## src/rtl/core/hbct_pkg.sv

```systemverilog
// shared types and constants of the hashed block cache tag table
package hbct_pkg;

  // default sizing
  localparam int SLOTS_DEF       = 1024;
  localparam int BLOCK_BITS_DEF  = 3;
  localparam int QUEUE_DEPTH_DEF = 2;

  // fixed field widths
  localparam int ACT_W      = 3;
  localparam int DISK_ID_W  = 16;
  localparam int SECTOR_W   = 32;
  localparam int OUT_SLOT_W = 10;
  localparam int IN_DATA_W  = 56;
  localparam int OUT_DATA_W = 16;

  // hash multiplier
  localparam logic [21:0] HASH_MUL = 22'd2606459;

  // action codes
  typedef enum logic [ACT_W-1:0] {
    ACT_FETCH   = 3'd0,
    ACT_UNLOCK  = 3'd1,
    ACT_STORE   = 3'd2,
    ACT_INVAL   = 3'd3,
    ACT_INV_ALL = 3'd4
  } action_e;

  // request as it travels from front to back, slot index carried beside it
  typedef struct packed {
    logic [ACT_W-1:0]     act;
    logic [DISK_ID_W-1:0] disk_id;
    logic [SECTOR_W-1:0]  sector;
  } cmd_t;

endpackage

```

## src/rtl/core/hbct_front.sv

```systemverilog
// front end: accepts request beats, aligns the sector and computes the slot index
module hbct_front #(
  parameter int SLOTS      = hbct_pkg::SLOTS_DEF,
  parameter int BLOCK_BITS = hbct_pkg::BLOCK_BITS_DEF,
  parameter int SW         = $clog2(SLOTS)
) (
  input  logic                           clk,
  input  logic                           rst_n,
  input  logic                           in_tvalid,
  output logic                           in_tready,
  // fields from bit 0: action[2:0], disk_id[18:3], sector[50:19], zero pad
  input  logic [hbct_pkg::IN_DATA_W-1:0] in_tdata,
  input  logic                           clear_busy,
  input  logic                           q_full,
  output logic                           push,
  output hbct_pkg::cmd_t                 push_cmd,
  output logic [SW-1:0]                  push_slot
);

  localparam logic [31:0] ALIGN_MASK = ~((32'd1 << BLOCK_BITS) - 32'd1);
  localparam logic [63:0] RECIP64    = 64'h1_0000_0000 / 64'(SLOTS);
  localparam logic [31:0] RECIP      = RECIP64[31:0];
  localparam logic [31:0] SLOTS32    = 32'(SLOTS);

  logic           v0_r, v1_r, v2_r, v3_r, v4_r;
  hbct_pkg::cmd_t c0_r, c1_r, c2_r, c3_r, c4_r;
  logic [31:0]    h1_r, h2_r, h3_r;
  logic [31:0]    q2_r, m3_r;
  logic [SW-1:0]  slot4_r;
  logic           adv;
  logic [37:0]    prod1;
  logic [63:0]    prod2, prod3;
  logic [31:0]    rem, rem_c;

  // whole pipeline moves together when the last stage can drain
  assign adv       = !v4_r || !q_full;
  assign in_tready = adv && !clear_busy;
  assign push      = v4_r && !q_full;
  assign push_cmd  = c4_r;
  assign push_slot = slot4_r;

  // hash, reciprocal quotient estimate, product back and remainder
  assign prod1 = {16'b0, c0_r.disk_id} * {16'b0, hbct_pkg::HASH_MUL};
  assign prod2 = {32'b0, h1_r} * {32'b0, RECIP};
  assign prod3 = {32'b0, q2_r} * {32'b0, SLOTS32};
  assign rem   = h3_r - m3_r;
  assign rem_c = (rem >= SLOTS32) ? (rem - SLOTS32) : rem;

  // stage valid flags
  always_ff @(posedge clk) begin
    if (!rst_n) begin
      v0_r <= 1'b0;
      v1_r <= 1'b0;
      v2_r <= 1'b0;
      v3_r <= 1'b0;
      v4_r <= 1'b0;
    end else if (adv) begin
      v0_r <= in_tvalid && in_tready;
      v1_r <= v0_r;
      v2_r <= v1_r;
      v3_r <= v2_r;
      v4_r <= v3_r;
    end
  end

  // stage payload
  always_ff @(posedge clk) begin
    if (adv) begin
      c0_r.act     <= in_tdata[2:0];
      c0_r.disk_id <= in_tdata[18:3];
      c0_r.sector  <= in_tdata[50:19] & ALIGN_MASK;
      c1_r    <= c0_r;
      h1_r    <= prod1[31:0] + (c0_r.sector >> BLOCK_BITS);
      c2_r    <= c1_r;
      h2_r    <= h1_r;
      q2_r    <= prod2[63:32];
      c3_r    <= c2_r;
      h3_r    <= h2_r;
      m3_r    <= prod3[31:0];
      c4_r    <= c3_r;
      slot4_r <= rem_c[SW-1:0];
    end
  end

endmodule

```

## config.mk

```make
export PLATFORM = sky130hd
export DESIGN_NAME = hbct_front
export DESIGN_NICKNAME = d
export VERILOG_FILES = /design/src/rtl/core/hbct_pkg.sv /design/src/rtl/core/hbct_front.sv
export SDC_FILE = /design/constraint.sdc
export NUM_CORES = 1
export LEC_CHECK = 0
export BUFFER_PORTS_ARGS = -buffer_cell sky130_fd_sc_hd__buf_4
export CAP_MARGIN = 0
export CORE_MARGIN = 4
export CORE_UTILIZATION = 61
export DETAILED_ROUTE_END_ITERATION = 12
export PLACE_DENSITY = 0.83
export SYNTH_ARGS = -nofsm -noshare
export SYNTH_HDL_FRONTEND = slang
export SYNTH_SLANG_ARGS = --single-unit
```

## constraint.sdc

```tcl
create_clock -name clk -period 11.95 [get_ports clk]
set_input_delay 1.195 -clock clk [delete_from_list [all_inputs] [get_ports clk]]
set_output_delay 1.195 -clock clk [all_outputs]
set_load 0.05 [all_outputs]
```

==> results.json, run 1 <==
{
  "cts_root_buf": "clkbuf_16",
  "vias_per_cell": 4.92,
  "yosysWarningCount": 0,
  "cts_tree": "yes",
  "drv_cap": 0,
  "finalHoldWorstSlack_ps": 409,
  "port_buffers": 112,
  "required_ps": 12210,
  "synthArstFlopShare": 0,
  "drtPass1Iterations": 4,
  "crit_path_end_kind": "register",
  "holdBufCountCts": 0,
  "grt_remaining_overflow": 0,
  "ir_drop_v": 0.000112,
  "path_cells": "inv_1 -> fa_1 -> fa_1 -> inv_1 -> ha_1 -> inv_1 -> fa_1 -> fa_1 -> fa_1 -> inv_1 -> ha_1 -> a21oi_1 -> xnor2_1",
  "route.met3.wl_microns": 663,
  "period_share": 0.373,
  "fin_skew_ps": 14.8,
  "syn_area_per_cell_sq_um": 22.7,
  "rows": 46,
  "die_x_microns": 135,
  "ys_seq_elements": 285,
  "wl_per_cell_microns": 17.9,
  "cts_made_buffers": 27,
  "cts_max_level": 1,
  "finalSetupTns_ps": 0,
  "wl_microns": 14500,
  "rsz0062_at_grt": "no",
  "startpoint_type": "register",
  "hold_viol": 0,
  "drt-initial-drc-count": 241,
  "netlist_instances": 434,
  "nets": 690,
  "seq_area_frac_synth": 0.862,
  "power_leakage_uw": 0.00477,
  "grt_usage": 0.163,
  "ant_nets": 0,
  "grt_max_degree": 207,
  "fin_util": 0.752,
  "core-area_sq_um": 15900,
  "crit_slowest_cell": "fa_1",
  "setup-violations-final": 0,
  "place_ws_ps": 7480,
  "ios": 124,
  "syn_area_sq_um": 9870,
  "vias": 3983,
  "power_uw": 2570,
  "power-per-cell-area_nw_per_um2": 215,
  "drcViolationCount": 0,
  "initial_core_util": 0.621,
  "top_layer": "met4",
  "dr_wl_met2_microns": 7970,
  "reg2reg_depth": 13,
  "post_route_cells_drive_above_1_share": 0.273,
  "clk_pin_slew_worst_paths_ps": 70,
  "met1Wirelength_microns": 5580,
  "drv_slew": 0,
  "slew-limit-headroom": 0.328,
  "cp.arrival_ps": 4720,
  "hold_depth": 0,
  "yosysUniqueCellTypes": 19,
  "cts_resized": 0,
  "cts.sinks": 285,
  "grt_pass1_vias": 4179,
  "fp.dieArea_sq_um": 18300,
  "max_clock_freq_ghz": 0.224,
  "cts_setup_buffers": 0,
  "min_period_ps": 4460,
  "dp_hpwl_microns": 8660,
  "diodes": 0,
  "critPathMaxFanout": 5,
  "status": "finished clean",
  "cts_max_path_buffers": 3,
  "hold_class": "reg -> reg",
  "antenna_found_initial": 0,
  "grt_pass1_wl_microns": 22600,
  "syn2layout_area_growth_pct": 21.1,
  "routabilityCongestion": 0.798,
  "synth-main-ff-cell": "edfxtp_1",
  "path_common_cell": "fa_1",
  "crit_type": "reg -> reg",
  "fin_ws_ps": 7490,
  "tightest_slew_ps": 1010,
  "die_height_microns": 135,
  "clk_latency_ps": 520,
  "cpPeakStageDelay_ps": 610,
  "synth_edf_count": 280
}
cell usage in the layout (no fill, tap or decap), types with 4 or more instances in the layout:
master / instances
ha_1: 36
inv_1: 42
clkbuf_16: 27
clkinv_2: 6
a21oi_1: 6
buf_4: 112
edfxtp_1: 280
clkinvlp_4: 5
fa_1: 20
dfxtp_1: 5
bufinv_16: 6
xnor2_1: 18
nand3_1: 4
where the power goes:
group | switching (uW) | internal (uW)
Clock | 352 | 549
Combinational | 235 | 162
Sequential | 34.5 | 1240
layer usage:
| metal | global-route usage | vias to the layer above |
|---|---|---|
| li1 | - | 1896 |
| met1 | 0.200 | 1951 |
| met2 | 0.301 | 113 |
| met3 | 0.0245 | 23 |
| met4 | 0.0470 | 0 |
| met5 | 0 | - |
through the flow:
step | instances | area, sq um
after floorplan | 436 | 9880
after CTS | 810 | 12000
final | 810 | 12000
after global routing | 810 | 12000
after detailed placement | 760 | 11000
after global placement | 760 | 11000
worst max-delay path: cells and delay by family, from the launching register on:
family	cells	cell delay, ps
fa+ha+maj	7	3080
buf+inv	4	300
flops	1	490
compound gates	1	250
xor+xnor	1	90
final cells by class:
cell class / count / area [sq um]
flip-flops and latches: 285 / 8510
fillers: 868 / 3930
multi-input cells: 104 / 1190
repair buffers: 113 / 861
clock buffers: 29 / 683
clock inverters: 21 / 283
well taps: 216 / 270
inverters: 42 / 158
synth_stat cells, drive strengths merged, types with 3 or more instances:
master,instances,share of area
a21boi,4,0.0030
a21oi,6,0.0030
buf,3,0.0023
dfxtp,5,0.010
edfxtp,280,0.85
fa,20,0.041
ha,36,0.046
inv,42,0.016
nand2,4,0.0015
nand3,4,0.0020
xnor2,18,0.016
final timing paths:
path,slack (ps),from,to
worst max-delay path,7490,c0_r[33],h1_r[9]
worst min-delay path,410,c3_r[36],push_cmd[36]
worst max register to register,7490,c0_r[33],h1_r[9]
worst min register to register,410,c3_r[36],push_cmd[36]
kinds of logic (layout without fill, tap and decap cells):
logic type | Yosys count | count (layout) | synth area share
DFF | 285 | 285 | 0.862
adders and majority gates | 56 | 56 | 0.0862
buffers and inverters | 47 | 205 | 0.0190
xor gates and xnor gates | 20 | 20 | 0.0177
AOI/OAI and AO/OA | 14 | 14 | 0.00913
and+or+nand+nor | 11 | 11 | 0.00558
other | 1 | 3 | 0.000380
registers in the layout (all words and copies together) (netlist names):
signal,count
v3_r,1
c0_r,48
push_cmd,48
h2_r,10
c2_r,48
push_slot,10
c3_r,48
v1_r,1
v4_r,1
h1_r,10
v0_r,1
v2_r,1
c1_r,48
h3_r,10
No activity file was read; power rests on OpenSTA's default activity.
==> run 2: changes to the inputs <==
--- a/config.mk
+++ b/config.mk
@@ -8,9 +8,9 @@
 export BUFFER_PORTS_ARGS = -buffer_cell sky130_fd_sc_hd__buf_4
 export CAP_MARGIN = 0
 export CORE_MARGIN = 4
-export CORE_UTILIZATION = 61
+export CORE_UTILIZATION = 57
 export DETAILED_ROUTE_END_ITERATION = 12
-export PLACE_DENSITY = 0.83
+export PLACE_DENSITY = 0.79
 export SYNTH_ARGS = -nofsm -noshare
 export SYNTH_HDL_FRONTEND = slang
 export SYNTH_SLANG_ARGS = --single-unit
==> constraint.sdc (replaced) <==
create_clock -name clk -period 4.15 [get_ports clk]
set_input_delay 0.415 -clock clk [delete_from_list [all_inputs] [get_ports clk]]
set_output_delay 0.415 -clock clk [all_outputs]
set_load 0.05 [all_outputs]
==> run 2 against run 1 <==
Net effect:
- routed wire length fell by 9.8%
- sequential share of layout area down 0.55 points
- non-clock buffer count rose by 6
- cell count increased by 1.4%
- clock skew decreased by 6.4 ps
- via count up 0.13%
==> results.json, run 2 (synthesis results as in run 1) <==
{
  "status": "finished clean",
  "slew-limit-headroom": 0.497,
  "post_layout_nonfiller_instances": 821,
  "startpoint_type": "register",
  "drv_slew": 0,
  "route.met3.wl_microns": 738,
  "ir_drop_v": 0.000306,
  "core-area_sq_um": 16800,
  "nets": 697,
  "grt_usage": 0.137,
  "cts_root_buf": "clkbuf_16",
  "setup-violations-final": 0,
  "post_route_cells_drive_above_1_share": 0.295,
  "grt_remaining_overflow": 0,
  "fillers": 996,
  "drv_cap": 0,
  "cts.sinks": 285,
  "die_x_microns": 140,
  "dr_wl_met2_microns": 6840,
  "clk_latency_ps": 520,
  "cts_max_level": 1,
  "path_cells": "inv_1 -> fa_2 -> fa_1 -> inv_1 -> ha_1 -> inv_1 -> fa_1 -> fa_1 -> fa_2 -> xnor2_2 -> xnor2_1 -> xnor2_1 -> xnor2_1 -> xnor2_1",
  "ios": 124,
  "fp.dieArea_sq_um": 19500,
  "ant_nets": 0,
  "diodes": 0,
  "fin_util": 0.719,
  "clk_pin_slew_worst_paths_ps": 60,
  "required_ps": 4420,
  "fin_skew_ps": 8.45,
  "routabilityCongestion": 0.881,
  "cp_top_family": "adder cells",
  "syn2layout_area_growth_pct": 22.0,
  "critPathMaxFanout": 2,
  "hold_class": "in -> reg",
  "cp.arrival_ps": 4280,
  "max_clock_freq_ghz": 0.249,
  "crit_type": "reg -> reg",
  "met1Wirelength_microns": 5250,
  "crit_cells": 14,
  "path_common_cell": "xnor2_1",
  "cpPeakStageDelay_ps": 530,
  "power-per-cell-area_nw_per_um2": 609,
  "mostFrequentLayoutCells": "280 x edfxtp_1, 117 x buf_4, 40 x inv_1, 33 x ha_1, 28 x clkbuf_16",
  "port_buffers": 112,
  "reg2reg_depth": 14,
  "dpl.cell_count": 769,
  "period_share": 0.968,
  "antenna_found_initial": 0,
  "design_area_sq_um": 12000,
  "power_uw": 7340,
  "crit_slowest_cell": "fa_1",
  "power_leakage_uw": 0.00479,
  "vias_per_cell": 4.86,
  "hold_viol": 0,
  "tightest_slew_ps": 755,
  "cts_made_buffers": 28,
  "placed_cell_area_sq_um": 11100,
  "crit_buf_inv": 3,
  "initial_core_util": 0.589,
  "cts_tree": "yes",
  "multi_input_area_sq_um": 1250,
  "rows": 47,
  "drcViolationCount": 0,
  "top_layer": "met4",
  "layout_commonest_cell": "edfxtp_1",
  "grt_pass1_wl_microns": 21200,
  "min_period_ps": 4020,
  "vias": 3988,
  "hold_depth": 1,
  "cts_max_path_buffers": 3,
  "crit_path_end_kind": "register",
  "die_height_microns": 140,
  "dp_hpwl_microns": 8640,
  "wl_per_cell_microns": 15.9,
  "wl_microns": 13100,
  "grt_pass1_vias": 4130,
  "grt_max_degree": 102,
  "register_area_sq_um": 8510,
  "drtPass1Iterations": 4,
  "drt-initial-drc-count": 179
}
## run 2: cell count changes in the layout (fill, tap and decap cells not counted), moves of 3 or more
cell / change
clkbuf_8: +3
buf_4: +5
bufinv_16: -3
ha_1: -3
## run 2: area by class of cell
cell class,instances,share of cell area
well taps,220,0.0228
clock buffers,33,0.0622
multi-input cells,104,0.103
inverters,42,0.0131
flip-flops and latches,285,0.706
clock inverters,18,0.0159
repair buffers,119,0.0762
## run 2: where the power goes
part / total (uW) / switching (uW) / internal [uW]
Sequential: 3650 / 90.5 / 3560
Combinational: 1210 / 692 / 519
Clock: 2480 / 995 / 1480
Total: 7340 / 1780 / 5560
## run 2: final timing paths
check | start | endpoint | slack (ps)
worst max-delay path | c0_r[34] | h1_r[9] | 130
worst min-delay path | in_tdata[31] | c0_r[12] | 70
worst max register to register | c0_r[34] | h1_r[9] | 130
worst min register to register | c3_r[34] | push_cmd[34] | 410
## run 2: timing repair
action	CTS	global route
buffers inserted	0	1
hold buffers	0	0
cloned	0	0
setup endpoints to repair	1	1
pin swaps	4	16
resized for setup	3	7
## run 2: layer usage
metal,vias up,GRT usage
met5,-,0
met4,0,0.0459
met3,20,0.0257
met2,112,0.234
met1,1942,0.179
li1,1914,-
## run 2: worst reg2reg max path: stages, from the launching register on
cell,delay (ps)
edfxtp_1,380
inv_1,90
fa_2,480
fa_1,530
inv_1,50
ha_1,180
inv_1,70
fa_1,420
fa_1,460
fa_2,360
xnor2_2,140
xnor2_1,200
xnor2_1,160
xnor2_1,110
xnor2_1,120
## run 2: per-stage QoR
stage          setup TNS (ps)  worst slack, ps  hold WS (ps)
2_1_floorplan               0             90.8           400
3_3_place_gp                0             88.8           400
5_1_grt                 -64.3            -64.3          41.8
4_1_cts                     0             23.0          47.0
3_5_place_dp            -1.67            -1.67           405
6_report                    0              135          68.6
