[src/rtl/core/hbct_pkg.sv]
// shared types and constants of the hashed block cache tag table
package hbct_pkg;

  // default sizing
  localparam int SLOTS_DEF       = 1024;
  localparam int BLOCK_BITS_DEF  = 3;
  localparam int QUEUE_DEPTH_DEF = 2;

  // fixed field widths
  localparam int ACT_W      = 3;
  localparam int DISK_ID_W  = 16;
  localparam int SECTOR_W   = 32;
  localparam int OUT_SLOT_W = 10;
  localparam int IN_DATA_W  = 56;
  localparam int OUT_DATA_W = 16;

  // hash multiplier
  localparam logic [21:0] HASH_MUL = 22'd2606459;

  // action codes
  typedef enum logic [ACT_W-1:0] {
    ACT_FETCH   = 3'd0,
    ACT_UNLOCK  = 3'd1,
    ACT_STORE   = 3'd2,
    ACT_INVAL   = 3'd3,
    ACT_INV_ALL = 3'd4
  } action_e;

  // request as it travels from front to back, slot index carried beside it
  typedef struct packed {
    logic [ACT_W-1:0]     act;
    logic [DISK_ID_W-1:0] disk_id;
    logic [SECTOR_W-1:0]  sector;
  } cmd_t;

endpackage

[src/rtl/core/hbct_queue.sv]
// short request queue between front and back
module hbct_queue #(
  parameter int WIDTH = 8,
  parameter int DEPTH = hbct_pkg::QUEUE_DEPTH_DEF
) (
  input  logic             clk,
  input  logic             rst_n,
  input  logic             push,
  input  logic [WIDTH-1:0] push_data,
  input  logic             pop,
  output logic [WIDTH-1:0] pop_data,
  output logic             full,
  output logic             empty
);

  localparam int PW = (DEPTH > 1) ? $clog2(DEPTH) : 1;
  localparam int CW = $clog2(DEPTH + 1);

  logic [WIDTH-1:0] entry_r [DEPTH];
  logic [PW-1:0]    wp_r, rp_r;
  logic [CW-1:0]    cnt_r;

  assign full     = (cnt_r == CW'(DEPTH));
  assign empty    = (cnt_r == '0);
  assign pop_data = entry_r[rp_r];

  // pointers and fill count
  always_ff @(posedge clk) begin
    if (!rst_n) begin
      wp_r  <= '0;
      rp_r  <= '0;
      cnt_r <= '0;
    end else begin
      if (push) begin
        wp_r <= (wp_r == PW'(DEPTH - 1)) ? '0 : wp_r + 1'b1;
      end
      if (pop) begin
        rp_r <= (rp_r == PW'(DEPTH - 1)) ? '0 : rp_r + 1'b1;
      end
      if (push && !pop) begin
        cnt_r <= cnt_r + 1'b1;
      end else if (pop && !push) begin
        cnt_r <= cnt_r - 1'b1;
      end
    end
  end

  // storage
  always_ff @(posedge clk) begin
    if (push) begin
      entry_r[wp_r] <= push_data;
    end
  end

endmodule

[config.mk]
export PLATFORM = sky130hd
export DESIGN_NAME = hbct_queue
export DESIGN_NICKNAME = d
export VERILOG_FILES = /design/src/rtl/core/hbct_pkg.sv /design/src/rtl/core/hbct_queue.sv
export SDC_FILE = /design/constraint.sdc
export NUM_CORES = 1
export LEC_CHECK = 0
export BUFFER_PORTS_ARGS = -buffer_cell sky130_fd_sc_hd__buf_2
export CAP_MARGIN = 20
export CORE_MARGIN = 2
export CORE_UTILIZATION = 52
export CTS_CLUSTER_DIAMETER = 60
export CTS_CLUSTER_SIZE = 40
export DETAILED_ROUTE_END_ITERATION = 8
export GPL_ROUTABILITY_DRIVEN = 0
export PLACE_DENSITY = 0.79
export REMOVE_ABC_BUFFERS = 1
export SYNTH_ARGS = -nofsm -noshare
export SYNTH_HDL_FRONTEND = slang
export SYNTH_SLANG_ARGS = --single-unit
[constraint.sdc]
create_clock -name clk -period 1.9 [get_ports clk]
set_clock_uncertainty 0.1 [all_clocks]
set_input_delay 0.285 -clock clk [delete_from_list [all_inputs] [get_ports clk]]
set_output_delay 0.285 -clock clk [all_outputs]
set_load 0.01 [all_outputs]
==> results by group, run 1 <==
Min path
  – Hold Path Sink: entry_r[1][5]
  – Worst Min Path Start: push_data[5]
  – Worst Hold Depth: 1
  – Worst min-delay path category: in2reg

Floorplanning
  – Die footprint: 1860 µm²
  – Die W: 43.1 µm
  – Number of I/O pins: 22
  – Initial core utilization: 54.0%
  – Die height: 43.1 µm
  – Core ar.: 1470 µm²
  – Core Rows: 14

Yosys
  – Cell count after synthesis: 47
  – Post-synthesis cell area: 795 µm²
  – Synth Register Bits: 21
  – Distinct cells, synth: 16
  – Top post-synthesis cells by area: edfxtp_1, dfxtp_1, mux2_2
  – Seq/Total Area, Yosys: 73.1%
  – Post-synthesis average cell area: 16.9 µm²
  – Synth area leader: edfxtp_1
  – Yosys top cell area share: 60.5%
  – Number of synthesis warnings: 0

Placed design
  – Post-DP HPWL: 870 µm
  – Port buffer count: 21

Pwr
  – Worst vdd ir: 501 µV
  – Switching share of power: 22.5%
  – Pleak: 0.382 nW
  – Power density over the cells: 914 nW/µm²
  – Clock share of power: 23.6%
  – Part of the power in combinational logic: 13.7%
  – Internal: 0.672 mW
  – Sequential share of power: 62.7%
  – Switching pwr: 0.195 mW

Worst setup path
  – Setup crit end kind: output port
  – Cell chain of the critical path: mux2_2 -> buf_2
  – Reg2reg path depth: 3
  – Worst R2R End: cnt_r[1]
  – WP data arrival: 1.34 ns
  – Startpoint Class: flop
  – Crit Path Max Fanout: 8
  – Required @ worst endpoint: 1.51 ns
  – Top delay family on crit path: flip-flops
  – Worst path buffer plus inverter count: 1
  – CP Class: reg2out
  – Critical Path Max Stage Delay: 0.53 ns
  – R2r startpoint: cnt_r[0]
  – Critical path's slowest cell: dfxtp_1
  – R2R Setup Slk: 0.76 ns

GRT
  – GRT overflow: 0
  – Vias in the first global route: 456
  – Global routing's busiest layer: met2
  – GR Layer Usage met2: 24.5%
  – Met1 Use GR: 16.8%
  – Largest net degree at the start of global routing: 12
  – GRT Util Overall: 15.3%
  – Met3 GRT Util: 6.38%
  – First-pass GRT wire length: 1970 µm
  – Initial antenna violation count: 0

Clocking
  – TritonCTS clock tree: done
  – Clk Latency, worst-skew pair: 0.29 ns
  – Hold_buf cts: 0
  – Root Buffer: clkbuf_4
  – Number of CTS-inserted buffers: 3
  – Post-CTS Setup Bufs: 0
  – H-tree levels: 1
  – CTS resizes: 0
  – Clock slew at reported path FFs: 0.11 ns
  – CTS sink count: 21
  – CTS max path bufs: 2

Route
  – Vias per cell: 5.14
  – DRC Markers: 0
  – Routed WL: 1160 µm
  – First-pass detailed-route iteration total: 2
  – Via count: 452
  – DR iter-0 viols: 6
  – Per-cell routed wire length: 13.2 µm
  – DRT antenna net count: 0

Timing
  – Hold Slack: 0.0768 ns
  – Setup Viol. Count Final: 0
  – Final Cycle Share: 90.8%
  – RSZ-0062 raised after global routing: no
  – Max Clock Freq: 580 MHz
  – Setup TNS: 0 ns
  – Min Clock Period, post-route: 1.73 ns
  – Final hold viol count: 0
  – Worst slew margin: 75.5%
  – Final Max Slew Viols: 0
  – Worst-Margin Slew: 0.367 ns

Finish
  – Layout area overhead: 19.4%
  – Most common cell after layout, fill and taps aside: buf_2
  – Nets: 86
  – Fraction of layout cells with a size suffix above 1: 47.2%
  – Antenna Cells: 0
  – Most frequent cells in the layout: buf_2, edfxtp_1, mux2_2, dfxtp_1, and2_1

Flow run
  – Max-cap viol count: 0

Status
  – Status: finished clean
==> metrics by stage <==
step                      cell area, µm²  setup WS [ns]  total power [mW]  util, %  std cells
final                                948          0.174             0.867     64.5         88
after detailed placement             922          0.484             0.676     62.7         84
after global placement               922          0.494             0.668     62.7         84
after floorplan                      790          0.647             0.622        -         46
after CTS                            948          0.145             0.878     64.5         88
after global routing                 948         0.0771             0.918     64.5         88
==> Yosys cell counts <==
| master | number |
|---|---|
| a21boi_1 | 1 |
| and2b_2 | 1 |
| o21ai_0 | 1 |
| dfxtp_1 | 5 |
| nor2_1 | 1 |
| ha_1 | 1 |
| inv_1 | 1 |
| nor2b_1 | 2 |
| o21a_1 | 1 |
| and2_1 | 4 |
| xnor2_1 | 1 |
| buf_2 | 1 |
| or3_1 | 1 |
| mux2_2 | 8 |
| xor2_1 | 2 |
| edfxtp_1 | 16 |
==> sequential cells by signal, summed over array words and instances, names as in the netlist, named ones only <==
name and count:
cnt_r 2, entry_r 16, rp_r 1, wp_r 1
==> how the worst max path moves through the flow <==
stage | start | end | slack [ns] | depth (start not counted)
6_report | flop | pop_data[0] | 0.17 | 2
5_1_grt | flop | pop_data[0] | 0.08 | 2
4_1_cts | flop | pop_data[0] | 0.14 | 2
3_3_place_gp | flop | pop_data[7] | 0.49 | 2
2_1_floorplan | pop | cnt_r[1] | 0.65 | 4
3_5_place_dp | push | cnt_r[1] | 0.48 | 4
==> per-layer routing <==
metal	part of all wire (%)	up-vias
met5	0	-
met4	0	0
met3	4.1	0
met2	53	13
met1	43	220
li1	-	219
==> layout make-up <==
cell class                 instances  area (µm²)
clock buffer                       4        26.3
fill                             119         523
multi-input combinational         24         205
inverter                           1        3.75
sequential                        21         581
tap                               16        20.0
timing repair buffer              22         113
==> power by group through the flow <==
stage | clock network, mW | logic (mW) | registers (mW)
finish | 0.205 | 0.119 | 0.544
detailed placement | 0 | 0.120 | 0.556
CTS | 0.213 | 0.121 | 0.545
global route | 0.238 | 0.132 | 0.549
global placement | 0 | 0.115 | 0.553
floorplan | 0 | 0.0723 | 0.549
==> cell families (layout without fill, tap and decap cells) <==
group	after synthesis	in the layout	share of synthesized area [%]
XOR/XNOR	3	3	3.31
AO/OA/AOI/OAI	3	3	2.52
adder cells (fa/ha/maj)	1	1	1.57
AND/OR/NAND/NOR	9	9	7.09
buffers and inverters	2	27	1.10
multiplexers	8	8	11.3
flip-flops	21	21	73.1
Note: power is estimated with default switching activity, not from simulation.
==> run 2, diff against run 1 <==
--- a/config.mk
+++ b/config.mk
@@ -13,7 +13,7 @@
 export CTS_CLUSTER_SIZE = 40
 export DETAILED_ROUTE_END_ITERATION = 8
 export GPL_ROUTABILITY_DRIVEN = 0
-export PLACE_DENSITY = 0.79
+export PLACE_DENSITY = 0.88
 export REMOVE_ABC_BUFFERS = 1
 export SYNTH_ARGS = -nofsm -noshare
 export SYNTH_HDL_FRONTEND = slang
==> run 2 against run 1 <==
  * Final cell count did not move
  * Highest routed layer is now met4
  * Clock power is essentially flat
  * Sequential share of layout area decreased by 0.081 points
  * Sequential power barely moved
  * Via count fell by 2.4%
  * Worst setup slack worse by 0.039 ns
  * Worst hold slack worse by 0.0058 ns
  * Largest cell class unchanged
  * Critical path depth unchanged
  * Cell area rose by 0.13%
==> results by group, run 2 (synthesis gave the netlist of run 1 again) <==
Finish
  – Nets: 86 (unchanged)
  – Most frequent cells in the layout: buf_2, edfxtp_1, mux2_2, dfxtp_1, and2_1
  – Top flop regs: entry_r (16), cnt_r (2)
  – Antenna Cells: 0 (unchanged)
  – Fraction of layout cells with a size suffix above 1: 48.6% (+1.4 points)
  – Filler Cell Count: 118 (-0.84%)
  – Footprint of the multi-input gates: 205 µm² (unchanged)
  – Largest register by flop count: entry_r
  – Final core utilization: 64.5% (+0.085 points)
  – Max reg flops: 16 (unchanged)
  – Register Area: 581 µm² (unchanged)
  – Layout area overhead: 19.5%
  – Most common cell after layout, fill and taps aside: buf_2

Timing
  – Final hold viol count: 0 (unchanged)
  – Final Cycle Share: 92.9% (+2.1 points)
  – Worst-Margin Slew: 0.370 ns (+0.00348 ns)
  – Final Max Slew Viols: 0 (unchanged)
  – Setup TNS: 0 ns (unchanged)
  – Worst slew margin: 75.3% (-0.23 points)
  – Hold Slack: 0.0710 ns (-0.00582 ns)
  – Setup Viol. Count Final: 0 (unchanged)
  – Min Clock Period, post-route: 1.76 ns (+0.0392 ns)
  – Max Clock Freq: 567 MHz (-2.2%)
  – RSZ-0062 raised after global routing: no

Route
  – DRC Markers: 0 (unchanged)
  – Per-cell routed wire length: 14.7 µm (+11%)
  – First-pass detailed-route iteration total: 4 (+2)
  – DR iter-0 viols: 7 (+1)
  – Vias per cell: 5.01 (-2.4%)
  – Routed WL: 1290 µm (+11%)
  – Via count: 441 (-2.4%)
  – DRT antenna net count: 0 (unchanged)

GRT
  – GRT overflow: 0 (unchanged)
  – Initial antenna violation count: 0 (unchanged)
  – GRT Util Overall: 16.0% (+0.64 points)
  – Largest net degree at the start of global routing: 13 (+1)
  – Vias in the first global route: 503 (+10%)
  – First-pass GRT wire length: 2090 µm (+6.3%)

Floorplanning
  – Core ar.: 1470 µm² (unchanged)
  – Die height: 43.1 µm (unchanged)
  – Number of I/O pins: 22 (unchanged)
  – Initial core utilization: 54.0% (unchanged)
  – Core Rows: 14 (unchanged)
  – Die footprint: 1860 µm² (unchanged)
  – Die W: 43.1 µm (unchanged)

Clocking
  – CTS max path bufs: 2 (unchanged)
  – H-tree levels: 1 (unchanged)
  – CTS resizes: 0 (unchanged)
  – Post-CTS Setup Bufs: 0 (unchanged)
  – Clk Latency, worst-skew pair: 0.30 ns (about the same)
  – Clock slew at reported path FFs: 0.12 ns (about the same)
  – CTS sink count: 21 (unchanged)
  – Root Buffer: clkbuf_4
  – TritonCTS clock tree: done
  – Number of CTS-inserted buffers: 3 (unchanged)
  – Hold_buf cts: 0 (unchanged)

Min path
  – Worst Hold Depth: 1 (unchanged)
  – Hold Path Sink: entry_r[0][1]
  – Worst Min Path Start: push_data[1]
  – Worst min-delay path category: in2reg

Worst setup path
  – Critical path's slowest cell: dfxtp_1
  – CP Class: reg2out
  – R2r startpoint: cnt_r[0]
  – Startpoint Class: flop
  – Critical Path Max Stage Delay: 0.55 ns (+0.02 ns)
  – Top delay family on crit path: flip-flops
  – Reg2reg path depth: 3 (unchanged)
  – R2R Setup Slk: 0.71 ns (-0.05 ns)
  – Worst path buffer plus inverter count: 1 (unchanged)
  – WP data arrival: 1.38 ns (+0.04 ns)
  – Cell chain of the critical path: mux2_2 -> buf_2
  – Worst R2R End: cnt_r[1]
  – Crit Path Max Fanout: 8 (unchanged)
  – Setup crit end kind: output port
  – Required @ worst endpoint: 1.51 ns (about the same)

Status
  – Status: finished clean

Pwr
  – Worst vdd ir: 611 µV (+22%)
  – Pleak: 0.385 nW (+0.71%)
  – Total design power: 0.873 mW (+0.69%)
  – Power density over the cells: 920 nW/µm² (+0.56%)

Placed design
  – Post-DP HPWL: 974 µm (+12%)
  – Port buffer count: 21 (unchanged)

Flow run
  – Max-cap viol count: 0 (unchanged)
## run 2: cell count changes in the layout (fill, tap and decap cells not counted)
cell / previous run / this run
clkbuf_1: 1 / 0
clkinv_2: 0 / 1
## run 2: worst max path at each step
stage / depth (start not counted) / startpoint / slack (ns) / end
6_report: 2 / flop / 0.14 / pop_data[4]
5_1_grt: 2 / flop / 0.07 / pop_data[4]
4_1_cts: 2 / flop / 0.12 / pop_data[4]
3_5_place_dp: 4 / push / 0.41 / cnt_r[1]
3_3_place_gp: 2 / flop / 0.49 / pop_data[4]
2_1_floorplan: 4 / pop / 0.65 / cnt_r[1]
## run 2: cell type report
class | instances | share of cell area, %
clock inverter | 1 | 0.527
tap | 16 | 2.11
timing repair buffer | 22 | 11.9
inverter | 1 | 0.395
clock buffer | 3 | 2.37
multi-input combinational | 24 | 21.6
sequential | 21 | 61.1
## run 2: report_power, final
group          leakage (nW)  switching (mW)  internal (mW)
sequential            0.192          0.0191          0.525
clock                0.0177           0.130         0.0783
combinational         0.175          0.0554         0.0651
total                 0.385           0.205          0.669
## run 2: layer usage
metal / vias to the layer above / global-route usage (%) / wire length [µm]
met4: 0 / 7.27 / 4
met5: - / 0 / 0
met2: 17 / 30.7 / 704
met1: 204 / 15.4 / 488
li1: 218 / - / -
met3: 2 / 3.83 / 95
## run 2: worst reg2reg max path: cells and delay by family, from the launching register on
family | cells | cell delay [ns]
xor+xnor | 1 | 0.18
compound gates | 1 | 0.16
simple gates | 1 | 0.32
flops | 1 | 0.37
## run 2: through the flow
step                area, µm²  setup slack [ns]  cells
global route              950            0.0662     88
floorplan                 790             0.647     46
global placement          922             0.485     84
finish                    950             0.135     88
CTS                       950             0.122     88
detailed placement        922             0.414     84
==> run 3, diff against run 2 <==
--- a/config.mk
+++ b/config.mk
@@ -5,6 +5,7 @@
 export SDC_FILE = /design/constraint.sdc
 export NUM_CORES = 1
 export LEC_CHECK = 0
+export ABC_AREA = 1
 export BUFFER_PORTS_ARGS = -buffer_cell sky130_fd_sc_hd__buf_2
 export CAP_MARGIN = 20
 export CORE_MARGIN = 2
==> run 3 against run 2 <==
  * Clock-buffer cell count increased by 1
  * Non-clock buffer count is the same
  * Combinational power shrank 3%
  * Die area grew 1.1%
  * Sequential power barely moved
  * Critical endpoint is now pop_data[3]
  * Largest cell class unchanged
  * Largest power group unchanged
==> results by group, run 3 <==
Yosys
  – Cell count after synthesis: 58 (+23%)
  – Yosys top cell area share: 59.7% (-0.75 points)
  – Synth Register Bits: 21 (unchanged)
  – Synth area leader: edfxtp_1
  – Number of synthesis warnings: 0 (unchanged)
  – Top cells by count, synth: edfxtp_1, inv_1, mux2_2, nor2_1, dfxtp_1
  – Async S/R FF share, synth: 0% (unchanged)
  – Ys flop type: edfxtp_1
  – Distinct cells, synth: 16 (unchanged)
  – Post-synthesis cell area: 805 µm² (+1.3%)
  – Most frequent cell after synthesis: edfxtp_1
  – EDFF count, synth: 16 (unchanged)
  – Post-synthesis average cell area: 13.9 µm² (-18%)
  – Seq/Total Area, Yosys: 72.2% (-0.91 points)
  – Top post-synthesis cells by area: edfxtp_1, dfxtp_1, mux2_2

Timing
  – Final Cycle Share: 91.7% (-1.2 points)
  – Worst-Margin Slew: 0.439 ns (+0.0685 ns)
  – Setup Viol. Count Final: 0 (unchanged)
  – Final hold viol count: 0 (unchanged)
  – Max Clock Freq: 574 MHz (+1.3%)
  – Min Clock Period, post-route: 1.74 ns (-0.0233 ns)
  – Worst slew margin: 70.6% (-4.7 points)
  – RSZ-0062 raised after global routing: no
  – Setup TNS: 0 ns (unchanged)
  – Final Max Slew Viols: 0 (unchanged)

Placed design
  – Port buffer count: 21 (unchanged)
  – Post-DP HPWL: 928 µm (-4.6%)
  – Placed cells: 95 (+13%)

Floorplanning
  – Die height: 43.3 µm (+0.57%)
  – Number of I/O pins: 22 (unchanged)
  – Core Rows: 14 (unchanged)
  – Core ar.: 1470 µm² (unchanged)
  – Die W: 43.3 µm (+0.57%)
  – Initial core utilization: 54.7% (+0.68 points)
  – Die footprint: 1880 µm² (+1.1%)

Clocking
  – H-tree levels: 1 (unchanged)
  – CTS resizes: 0 (unchanged)
  – Clk Latency, worst-skew pair: 0.29 ns (about the same)
  – Clock slew at reported path FFs: 0.11 ns (about the same)
  – Root Buffer: clkbuf_4
  – Post-CTS Setup Bufs: 0 (unchanged)
  – Number of CTS-inserted buffers: 3 (unchanged)
  – Hold_buf cts: 0 (unchanged)
  – CTS sink count: 21 (unchanged)
  – CTS max path bufs: 2 (unchanged)
  – TritonCTS clock tree: done

Route
  – Via count: 494 (+12%)
  – Routed WL: 1230 µm (-4.8%)
  – DR iter-0 viols: 10 (+3)
  – Vias per cell: 4.99 (-0.43%)
  – DRC Markers: 0 (unchanged)
  – Per-cell routed wire length: 12.4 µm (-15%)
  – DRT antenna net count: 0 (unchanged)
  – First-pass detailed-route iteration total: 4 (unchanged)

Worst setup path
  – WP data arrival: 1.36 ns (-0.02 ns)
  – Reg2reg path depth: 2 (-1)
  – Critical Path Max Stage Delay: 0.54 ns (about the same)
  – Top delay family on crit path: flip-flops
  – Worst path buffer plus inverter count: 1 (unchanged)
  – Cell chain of the critical path: mux2_2 -> buf_2
  – Setup crit end kind: output port
  – Startpoint Class: flop
  – Levels on crit path: 2 (unchanged)
  – Required @ worst endpoint: 1.51 ns (about the same)
  – Crit Path Max Fanout: 8 (unchanged)
  – Critical path's slowest cell: dfxtp_1
  – CP Class: reg2out

Status
  – Status: finished clean

Pwr
  – Pleak: 0.413 nW (+7.2%)
  – Total design power: 0.864 mW (-1.0%)
  – Power density over the cells: 902 nW/µm² (-1.9%)
  – Worst vdd ir: 565 µV (-7.5%)

Finish
  – Nets: 97 (+13%)
  – Most common cell after layout, fill and taps aside: buf_2
  – Most frequent cells in the layout: buf_2, edfxtp_1, inv_1, mux2_2, nor2_1
  – Largest register by flop count: entry_r
  – Layout area overhead: 19.1%
  – Max reg flops: 16 (unchanged)
  – Fraction of layout cells with a size suffix above 1: 42.2% (-6.4 points)
  – Post-Layout Cell Count: 99 (+13%)
  – Top flop regs: entry_r (16), cnt_r (2)
  – Antenna Cells: 0 (unchanged)

GRT
  – First-pass GRT wire length: 1980 µm (-5.3%)
  – Largest net degree at the start of global routing: 12 (-1)
  – Initial antenna violation count: 0 (unchanged)
  – Vias in the first global route: 490 (-2.6%)
  – GRT overflow: 0 (unchanged)
  – GRT Util Overall: 14.6% (-1.4 points)

Min path
  – Worst min-delay path category: in2reg
  – Worst Hold Depth: 1 (unchanged)

Flow run
  – Max-cap viol count: 0 (unchanged)
==> run 3: cell count changes after synthesis, moves of 2 or more <==
cell     before  now
and2_1        4    0
inv_1         1    8
nand2_1       0    4
nor2_1        1    7
nor2b_1       2    0
xor2_1        2    0
==> run 3: final timing paths <==
check	startpoint	end	slack, ns
worst max register to register	wp_r	entry_r[0][6]	0.57
worst max-delay path	flop	pop_data[3]	0.16
worst min-delay path	push_data[2]	entry_r[0][2]	0.07
worst min register to register	rp_r	rp_r	0.45
==> run 3: report_power, final <==
group          internal, mW  switching, mW
combinational        0.0569         0.0587
sequential            0.525         0.0184
clock                0.0815          0.124
total                 0.663          0.201
==> run 3: cell type report <==
class / instances / area (µm²)
flip-flops and latches: 21 / 581
fillers: 127 / 513
multi-input cells: 27 / 185
repair buffers: 22 / 113
inverters: 9 / 33.8
clock buffers: 4 / 26.3
well taps: 16 / 20.0
==> run 3: per-layer routing <==
metal | global-route usage (%) | share of wire [%] | vias up
met5 | 0 | 0 | -
met4 | 6.06 | 0.89 | 0
met3 | 5.00 | 7.4 | 2
met2 | 24.8 | 48 | 25
met1 | 16.9 | 44 | 222
li1 | - | - | 245
==> run 3: worst register-to-register path: cells and delay by family, from the launching register on <==
kind,cells,cell delay [ns]
buffers and inverters,1,0.23
AND/OR/NAND/NOR,1,0.37
flip-flops,1,0.35
==> run 3: per-stage QoR <==
step | instance area (µm²) | worst slack (ns) | hold slack (ns) | utilization (%)
6_report | 958 | 0.159 | 0.0723 | 65.1
5_1_grt | 958 | 0.0796 | 0.0590 | 65.1
4_1_cts | 958 | 0.140 | 0.0731 | 65.1
3_5_place_dp | 932 | 0.469 | 0.379 | 63.4
3_3_place_gp | 932 | 0.490 | 0.374 | 63.4
2_1_floorplan | 800 | 0.677 | 0.284 | -
==> run 3: cell families after synthesis <==
family	count (synthesis)	share of synthesized area (%)
xor gates and xnor gates	1	1.09
DFF	21	72.2
muxes	8	11.2
AOI/OAI and AO/OA	2	1.24
adders and majority gates	1	1.55
and+or+nand+nor	15	7.93
buffers and inverters	10	4.82
